`config.mk`:
```
export PLATFORM = sky130hd
export DESIGN_NAME = ccksb_ctrl
export DESIGN_NICKNAME = d
export VERILOG_FILES = /design/src/design/ccksb_pkg.sv /design/src/design/ccksb_ctrl.sv
export SDC_FILE = /design/constraint.sdc
export NUM_CORES = 1
export LEC_CHECK = 0
export BUFFER_PORTS_ARGS = -buffer_cell sky130_fd_sc_hd__buf_2
export CAP_MARGIN = 20
export CORE_AREA = 3 3 40 42
export CTS_BUF_LIST = sky130_fd_sc_hd__clkbuf_4 sky130_fd_sc_hd__clkbuf_8
export DETAILED_ROUTE_END_ITERATION = 7
export DIE_AREA = 0 0 43 45
export PLACE_DENSITY = 0.53
export SYNTH_ARGS = -nofsm -noshare
export SYNTH_HDL_FRONTEND = slang
export SYNTH_SLANG_ARGS = --single-unit
```
`constraint.sdc`:
```
create_clock -name clk -period 2.65 [get_ports clk]
set_clock_uncertainty 0.05 [all_clocks]
set_input_delay 0.53 -clock clk [delete_from_list [all_inputs] [get_ports clk]]
set_output_delay 0.53 -clock clk [all_outputs]
set_load 0.01 [all_outputs]
```
`src/design/ccksb_pkg.sv`:
```
`default_nettype none
// ----------------------------------------------------------------------------
// ccksb_pkg
// Shared types, codes and reset values for the chroma-key sprite blitter.
// ----------------------------------------------------------------------------
package ccksb_pkg;

	localparam int unsigned FRAME_WIDTH_DEF  = 512;
	localparam int unsigned FRAME_HEIGHT_DEF = 512;

	// Restoring division of a 13-bit dividend, one quotient bit per step.
	localparam int unsigned DIV_STEPS = 13;

	typedef enum logic [1:0] {
		CMD_BEGIN = 2'd0,
		CMD_PIXEL = 2'd1,
		CMD_READ  = 2'd2,
		CMD_CLEAR = 2'd3
	} cmd_code_t;

	typedef enum logic [2:0] {
		REG_DRAW_MODE   = 3'd0,
		REG_CHROMA_KEY  = 3'd1,
		REG_SUBST_COLOR = 3'd2,
		REG_BLEND_DIV   = 3'd3,
		REG_CLIP_LEFT   = 3'd4,
		REG_CLIP_RIGHT  = 3'd5,
		REG_CLIP_TOP    = 3'd6,
		REG_CLIP_BOTTOM = 3'd7
	} reg_index_t;

	localparam logic [2:0] MODE_ALPHA_COPY  = 3'd0;
	localparam logic [2:0] MODE_CHROMA_COPY = 3'd1;
	localparam logic [2:0] MODE_CHROMA_SUBST = 3'd2;
	localparam logic [2:0] MODE_CHROMA_GHOST = 3'd3;
	localparam logic [2:0] MODE_GHOST_ALL   = 3'd4;

	localparam logic [2:0]  DRAW_MODE_RST   = MODE_CHROMA_COPY;
	localparam logic [31:0] CHROMA_KEY_RST  = 32'd0;
	localparam logic [31:0] SUBST_COLOR_RST = 32'd0;
	localparam logic [7:0]  BLEND_DIV_RST   = 8'd32;
	localparam logic [7:0]  BLEND_DIV_MIN   = 8'd16;
	localparam logic [9:0]  CLIP_LEFT_RST   = 10'd0;
	localparam logic [9:0]  CLIP_RIGHT_RST  = 10'd512;
	localparam logic [9:0]  CLIP_TOP_RST    = 10'd0;
	localparam logic [9:0]  CLIP_BOTTOM_RST = 10'd512;

	typedef enum logic [2:0] {
		ST_IDLE,
		ST_EVAL,
		ST_GH_LOAD,
		ST_GH_DIV,
		ST_GH_WRITE,
		ST_RD_OUT,
		ST_CLEAR
	} state_t;

	typedef struct packed {
		logic capture;
		logic eval;
		logic gh_load;
		logic div_step;
		logic gh_write;
		logic load_out;
		logic clear_step;
	} ccksb_cmd_t;

	typedef struct packed {
		cmd_code_t kind;
		logic      ghost;
		logic      div_last;
		logic      clear_last;
		logic      out_busy;
	} ccksb_stat_t;

endpackage
`default_nettype wire

```
`src/design/ccksb_ctrl.sv`:
```
`default_nettype none
// ----------------------------------------------------------------------------
// ccksb_ctrl
// Sequencer: takes one word at a time and steps the datapath through it.
// ----------------------------------------------------------------------------
module ccksb_ctrl
	import ccksb_pkg::*;
(
	input  wire logic        clk,
	input  wire logic        arst_n,
	input  wire logic        in_valid,
	output logic             in_ready,
	input  wire ccksb_stat_t stat,
	output ccksb_cmd_t       cmd
);

	state_t state_q, state_d;

	always_ff @(posedge clk or negedge arst_n) begin
		if (!arst_n) begin
			state_q <= ST_IDLE;
		end else begin
			state_q <= state_d;
		end
	end

	always_comb begin
		state_d = state_q;
		unique case (state_q)
			ST_IDLE: begin
				if (in_valid) state_d = ST_EVAL;
			end
			ST_EVAL: begin
				unique case (stat.kind)
					CMD_READ:  state_d = ST_RD_OUT;
					CMD_CLEAR: state_d = ST_CLEAR;
					default:   state_d = stat.ghost ? ST_GH_LOAD : ST_IDLE;
				endcase
			end
			ST_GH_LOAD:  state_d = ST_GH_DIV;
			ST_GH_DIV: begin
				if (stat.div_last) state_d = ST_GH_WRITE;
			end
			ST_GH_WRITE: state_d = ST_IDLE;
			ST_RD_OUT: begin
				if (!stat.out_busy) state_d = ST_IDLE;
			end
			ST_CLEAR: begin
				if (stat.clear_last) state_d = ST_IDLE;
			end
			default:     state_d = ST_IDLE;
		endcase
	end

	always_comb begin
		cmd      = '0;
		in_ready = 1'b0;
		unique case (state_q)
			ST_IDLE: begin
				in_ready    = 1'b1;
				cmd.capture = in_valid;
			end
			ST_EVAL:     cmd.eval       = 1'b1;
			ST_GH_LOAD:  cmd.gh_load    = 1'b1;
			ST_GH_DIV:   cmd.div_step   = 1'b1;
			ST_GH_WRITE: cmd.gh_write   = 1'b1;
			ST_RD_OUT:   cmd.load_out   = !stat.out_busy;
			ST_CLEAR:    cmd.clear_step = 1'b1;
			default: begin
			end
		endcase
	end

endmodule
`default_nettype wire

```
==> results of run 1 <==
[power by group]
| group | leakage [nW] | internal [mW] | total, mW | switching, mW |
|---|---|---|---|---|
| Clock | 0.0184 | 0.0666 | 0.0896 | 0.0230 |
| Sequential | 0.0378 | 0.0680 | 0.127 | 0.0594 |
| Combinational | 0.136 | 0.0962 | 0.192 | 0.0961 |
| Total | 0.193 | 0.231 | 0.409 | 0.178 |
[cell usage after synthesis]
cell / instances / share of area
buf_2: 1 / 0.019
nand2_1: 3 / 0.043
nor4b_2: 1 / 0.057
mux2_2: 1 / 0.043
mux2i_1: 1 / 0.038
o211ai_1: 1 / 0.029
inv_1: 2 / 0.029
and2_1: 2 / 0.048
nand4b_1: 1 / 0.033
o22ai_1: 1 / 0.024
o21ai_0: 2 / 0.038
and3b_1: 1 / 0.033
buf_6: 1 / 0.043
and3_1: 1 / 0.024
nor3b_1: 3 / 0.086
nor3_1: 2 / 0.038
a21oi_1: 3 / 0.057
nor2_1: 2 / 0.029
dfrtp_1: 3 / 0.29
[critical path, delay by kind of cell, from the launching register on]
| kind | cells | cell delay, ns |
|---|---|---|
| and+or+nand+nor | 2 | 0.39 |
| DFF | 1 | 0.52 |
| buffers and inverters | 1 | 0.12 |
[per-layer routing]
metal | GRT usage | part of all wire | vias to the layer above
li1 | - | - | 149
met5 | 0 | 0 | -
met3 | 0.01195 | 0.039 | 0
met2 | 0.1168 | 0.54 | 7
met4 | 0.07229 | 0 | 0
met1 | 0.07767 | 0.42 | 139
[per-stage QoR]
| step | utilization | total power [mW] | area (um2) |
|---|---|---|---|
| 2_1_floorplan | - | 0.2652 | 261.5 |
| 3_5_place_dp | 0.2678 | 0.3231 | 344.1 |
| 5_1_grt | 0.2911 | 0.4469 | 374.1 |
| 3_3_place_gp | 0.2678 | 0.3208 | 344.1 |
| 4_1_cts | 0.2911 | 0.4167 | 374.1 |
| 6_report | 0.2911 | 0.4093 | 374.1 |
[cells by family (layout without fill, tap and decap cells)]
group,count (synthesis),after routing,share of synthesized area
AO/OA/AOI/OAI,7,7,0.1483
buffers and inverters,4,22,0.09090
multiplexers,2,2,0.08134
AND/OR/NAND/NOR,16,16,0.3924
flip-flops,3,3,0.2871
[worst paths after layout]
| path | startpoint | endpoint | slack (ns) | depth (start not counted) |
|---|---|---|---|---|
| max | state_q[1] | cmd[6] | 0.81 | 3 |
| min | arst_n | state_q[0] | 0.03 | 1 |
| max reg2reg | state_q[1] | state_q[2] | 1.47 | 3 |
| min reg2reg | state_q[2] | state_q[1] | 0.63 | 3 |
| max in group asynchronous | arst_n | state_q[1] | 2.41 | 1 |
| min in group clk | in_valid | state_q[0] | 0.52 | 3 |
[cell type report]
class                           instances  share of cell area
Sequential cell                         3              0.2007
Timing Repair Buffer                   16              0.2140
Multi-Input combinational cell         25              0.4348
Clock buffer                            4             0.08027
Inverter                                2             0.02007
Tap cell                               15             0.05017
==> metrics.md, run 1 <==
| Metric | Value |
|---|---|
| Status | completed |
| # IOs | 17 |
| CP required | 2.07 ns |
| Headroom to the max-slew limit | 0.7253 |
| Maximum VDD drop | 0.2543 mV |
| IO buf count | 16 |
| Final GP Congestion | 0.7242 |
| Most frequent cells in the layout | buf_2 (16), clkbuf_4 (4) |
| CTS buffer count | 3 |
| Fmax | 543.0 MHz |
| Worst path arrival time | 1.26 ns |
| Chip Height | 45 um |
| Setup crit end kind | output port |
| Worst path slowest cell | dfrtp_1 |
| Initial DRC Count | 3 |
| Final Cycle Share | 0.6949 |
| Final Slew Violations | 0 |
| Initial Util | 0.2035 |
| Vias in the first global route | 281 |
| Rows | 13 |
| Area of the multi-input gates | 162.7 um2 |
| Pre-antenna DRT Iters | 3 |
| Total congestion overflow | 0 |
| DIE WIDTH | 43 um |
| Count of final setup violators | 0 |
| Crit-path max cell delay | 0.52 ns |
| DRC Markers | 0 |
| Total die area | 1935 um2 |
| Final Hold Vio Count | 0 |
| Post-synthesis cell area | 261.5 um2 |
| Yosys reg bits | 3 |
| Via count | 295 |
| Non-filler cells, final | 65 |
| Pwr Density | 1094 nW/um2 |
| Class of the worst hold path | in2async |
| CTS Sinks | 3 |
| Routed Antenna Nets | 0 |
| Largest Register | state_q |
| Synth Net Count | 41 |
| Dpl ws | 1.049 ns |
| Max cap viols | 0 |
| Post-synthesis cell count | 32 |
| First-pass GRT wire length | 1.014 mm |
| Crit Path Class | reg2out |
| Most common cell after layout, fill and taps aside | buf_2 |
| Clock root cell | clkbuf_4 |
| Core area | 1285 um2 |
| Total track usage | 0.07179 |
| Post-DP HPWL | 488.5 um |
| Setup bufs post-CTS | 0 |
| Tightest hold margin | 0.03429 ns |
| Largest register FFs | 3 |
| N_diodes | 0 |
| WL per Instance | 9.785 um |
| Htree depth | 1 |
| Final Critical Period | 1.842 ns |
| Reg clk slew, reported paths | 0.04 ns |
| Post_cts resized | 0 |
| Skew-Pair Late Insertion Delay | 0.23 ns |
| # fillers | 147 |
| Netlist cell types | 19 |
| Setup_tns | 0 ns |
| Worst-Margin Slew | 0.4121 ns |
| Area grow syn2layout | 43.06% |
| Wirelength, routed | 636 um |
| Final net count | 60 |
| Crit-path cells | nor3_1 -> and2_1 -> buf_2 |
| Post-synthesis sequential area ratio | 0.2871 |
| RSZ-0062 raised after global routing | false |
| Dpl cells | 61 |
| Initial antenna violation count | 0 |
| CTS max path bufs | 2 |
| Yosys warnings | 0 |
| Biggest regs | state_q (3) |
| Startpoint Class | register |
| Vias per std cell | 4.538 |
| Storage cell area | 75.07 um2 |
| Cell leakage power | 0.1926 nW |
| Avg Cell Area, Syn | 8.172 um2 |
| Layout cells sized above 1 | 0.4400 |
| Final WS setup | 0.8085 ns |
| Largest net degree at the start of global routing | 16 |
| CTS tree | done |
| Hold buffers post-CTS | 0 |
| Crit Path Max Fanout | 15 |
Power figures use the tool's default switching activity.
==> run 2, diff against run 1 <==
--- a/config.mk
+++ b/config.mk
@@ -11,7 +11,7 @@
 export CTS_BUF_LIST = sky130_fd_sc_hd__clkbuf_4 sky130_fd_sc_hd__clkbuf_8
 export DETAILED_ROUTE_END_ITERATION = 7
 export DIE_AREA = 0 0 43 45
-export PLACE_DENSITY = 0.53
+export PLACE_DENSITY = 0.55
 export SYNTH_ARGS = -nofsm -noshare
 export SYNTH_HDL_FRONTEND = slang
 export SYNTH_SLANG_ARGS = --single-unit
==> constraint.sdc (replaced) <==
create_clock -name clk -period 1.49 [get_ports clk]
set_clock_uncertainty 0.05 [all_clocks]
set_input_delay 0.298 -clock clk [delete_from_list [all_inputs] [get_ports clk]]
set_output_delay 0.298 -clock clk [all_outputs]
set_load 0.01 [all_outputs]
==> metrics.md, run 2 (synthesized netlist as in run 1, its figures left out) <==
| Metric | Value |
|---|---|
| Status | finished, violations left |
| Violated checks | negative setup slack |
| Total track usage | 0.08932 |
| Maximum VDD drop | 0.6047 mV |
| Post-layout instance area | 460.4 um2 |
| Final Critical Period | 1.494 ns |
| CP required | 1.14 ns |
| Final Cycle Share | 1.002 |
| Placed Instance Area | 344.1 um2 |
| Crit-path max cell delay | 0.46 ns |
| Reg clk slew, reported paths | 0.03 ns |
| Pwr Density | 1986 nW/um2 |
| Total congestion overflow | 0 |
| Setup crit end kind | output port |
| RSZ-0062 raised after global routing | true |
| Vias in the first global route | 315 |
| Final WS setup | -0.003581 ns |
| Htree depth | 1 |
| Final net count | 64 |
| Routed Antenna Nets | 0 |
| Largest register FFs | 3 |
| DIE WIDTH | 43 um |
| Crit Path Class | reg2out |
| WL per Instance | 11.84 um |
| CTS max path bufs | 2 |
| # fillers | 145 |
| Fmax | 669.5 MHz |
| Final Slew Violations | 0 |
| Skew-Pair Late Insertion Delay | 0.24 ns |
| Worst-Margin Slew | 0.2319 ns |
| Worst path slowest cell | dfrtp_2 |
| First-pass GRT wire length | 1.235 mm |
| DRC Markers | 0 |
| Initial Util | 0.2035 |
| CTS tree | done |
| Crit-path cells | nor3_2 -> and2_1 -> buf_2 |
| Wirelength, routed | 817 um |
| Final Util | 0.3583 |
| Pre-antenna DRT Iters | 4 |
| Vias per std cell | 4.536 |
| Final Hold Vio Count | 0 |
| Cell leakage power | 0.2207 nW |
| Most common cell after layout, fill and taps aside | buf_2 |
| Largest net degree at the start of global routing | 13 |
| CTS buffer count | 3 |
| Count of final setup violators | 2 |
| Via count | 313 |
| Layout cells sized above 1 | 0.6296 |
| Met1 wire length | 330 um |
| WL met2 | 438 um |
| Buf/Inv on CP | 1 |
| Rows | 13 |
| Final GP Congestion | 0.7213 |
| # IOs | 17 |
| Worst path arrival time | 1.15 ns |
| Tightest hold margin | 0.2828 ns |
| IO buf count | 16 |
| Post-DP HPWL | 466 um |
| Dpl cells | 61 |
| Biggest regs | state_q (3) |
| Routed length on met3 | 48 um |
| Area grow syn2layout | 76.08% |
| Total die area | 1935 um2 |
| Non-filler cells, final | 69 |
| Max cap viols | 0 |
| Highest routed layer | met3 |
| Chip Height | 45 um |
| Class of the worst hold path | in2reg |
| Most frequent cells in the layout | buf_2 (15), clkbuf_4 (4) |
| Initial antenna violation count | 0 |
| Clock root cell | clkbuf_4 |
| Headroom to the max-slew limit | 0.8454 |
| N_diodes | 0 |
| Startpoint Class | register |
| CTS Sinks | 3 |
| Crit path max-delay family | flip-flops |
| Core area | 1285 um2 |
| Initial DRC Count | 4 |
| Crit Path Max Fanout | 6 |
| Largest Register | state_q |
run 2: cell count changes in the layout (fill, tap and decap cells not counted), moves of 2 or more:
cell,before,now
buf_6,0,3
dfrtp_1,3,0
dfrtp_2,0,3
nor3_1,2,0
nor3_2,0,2
nor3b_1,3,1
nor3b_2,0,2
run 2: layout make-up:
type / count / area, um2 / area share
multi-input cells: 25 / 196.4 / 0.4266
repair buffers: 20 / 126.4 / 0.2745
flip-flops and latches: 3 / 78.83 / 0.1712
clock buffers: 4 / 30.03 / 0.06522
well taps: 15 / 18.77 / 0.04076
inverters: 2 / 10.01 / 0.02174
run 2: through the flow:
stage                     setup slack, ns  power (mW)  setup TNS (ns)
after floorplan                   0.09855      0.4717               0
after global placement            0.07880      0.5720               0
after detailed placement           0.1075      0.5677               0
after CTS                        -0.01621      0.8090        -0.01621
after global routing             -0.06437      0.9905         -0.2430
final                           -0.003581      0.9147       -0.005682
run 2: what timing repair did:
item | CTS | global route
hold endpoints to repair | 3 | 0
hold buffers | 1 | 0
pin swaps | 0 | 3
setup endpoints to repair | 7 | 7
resized for setup | 5 | 12
buffers inserted | 3 | 0
run 2: report_power, final:
group          switching (mW)  total (mW)  internal (mW)
Sequential              0.117       0.246          0.130
Clock                  0.0450       0.164          0.119
Combinational           0.231       0.505          0.273
run 2: worst paths after layout:
check | start | endpoint | slack (ns) | depth (start not counted)
worst min-delay path | in_valid | state_q[0] | 0.28 | 3
worst max-delay path | state_q[2] | cmd[6] | -0.004 | 3
max in group asynchronous | arst_n | state_q[0] | 0.93 | 2
worst max register to register | state_q[1] | state_q[0] | 0.20 | 5
min in group asynchronous | arst_n | state_q[1] | 0.34 | 2
worst min register to register | state_q[2] | state_q[1] | 0.60 | 3
run 2: routing by layer:
layer / GRT usage / vias to the layer above
met5: 0 / -
li1: - / 159
met1: 0.1019 / 141
met2: 0.1287 / 13
met4: 0.09036 / 0
met3: 0.02789 / 0
run 2: worst register-to-register path: cells and delay by family, from the launching register on:
family                 cells  cell delay, ns
AO/OA/AOI/OAI              2            0.22
buffers and inverters      2            0.29
flip-flops                 1            0.46
AND/OR/NAND/NOR            1            0.17
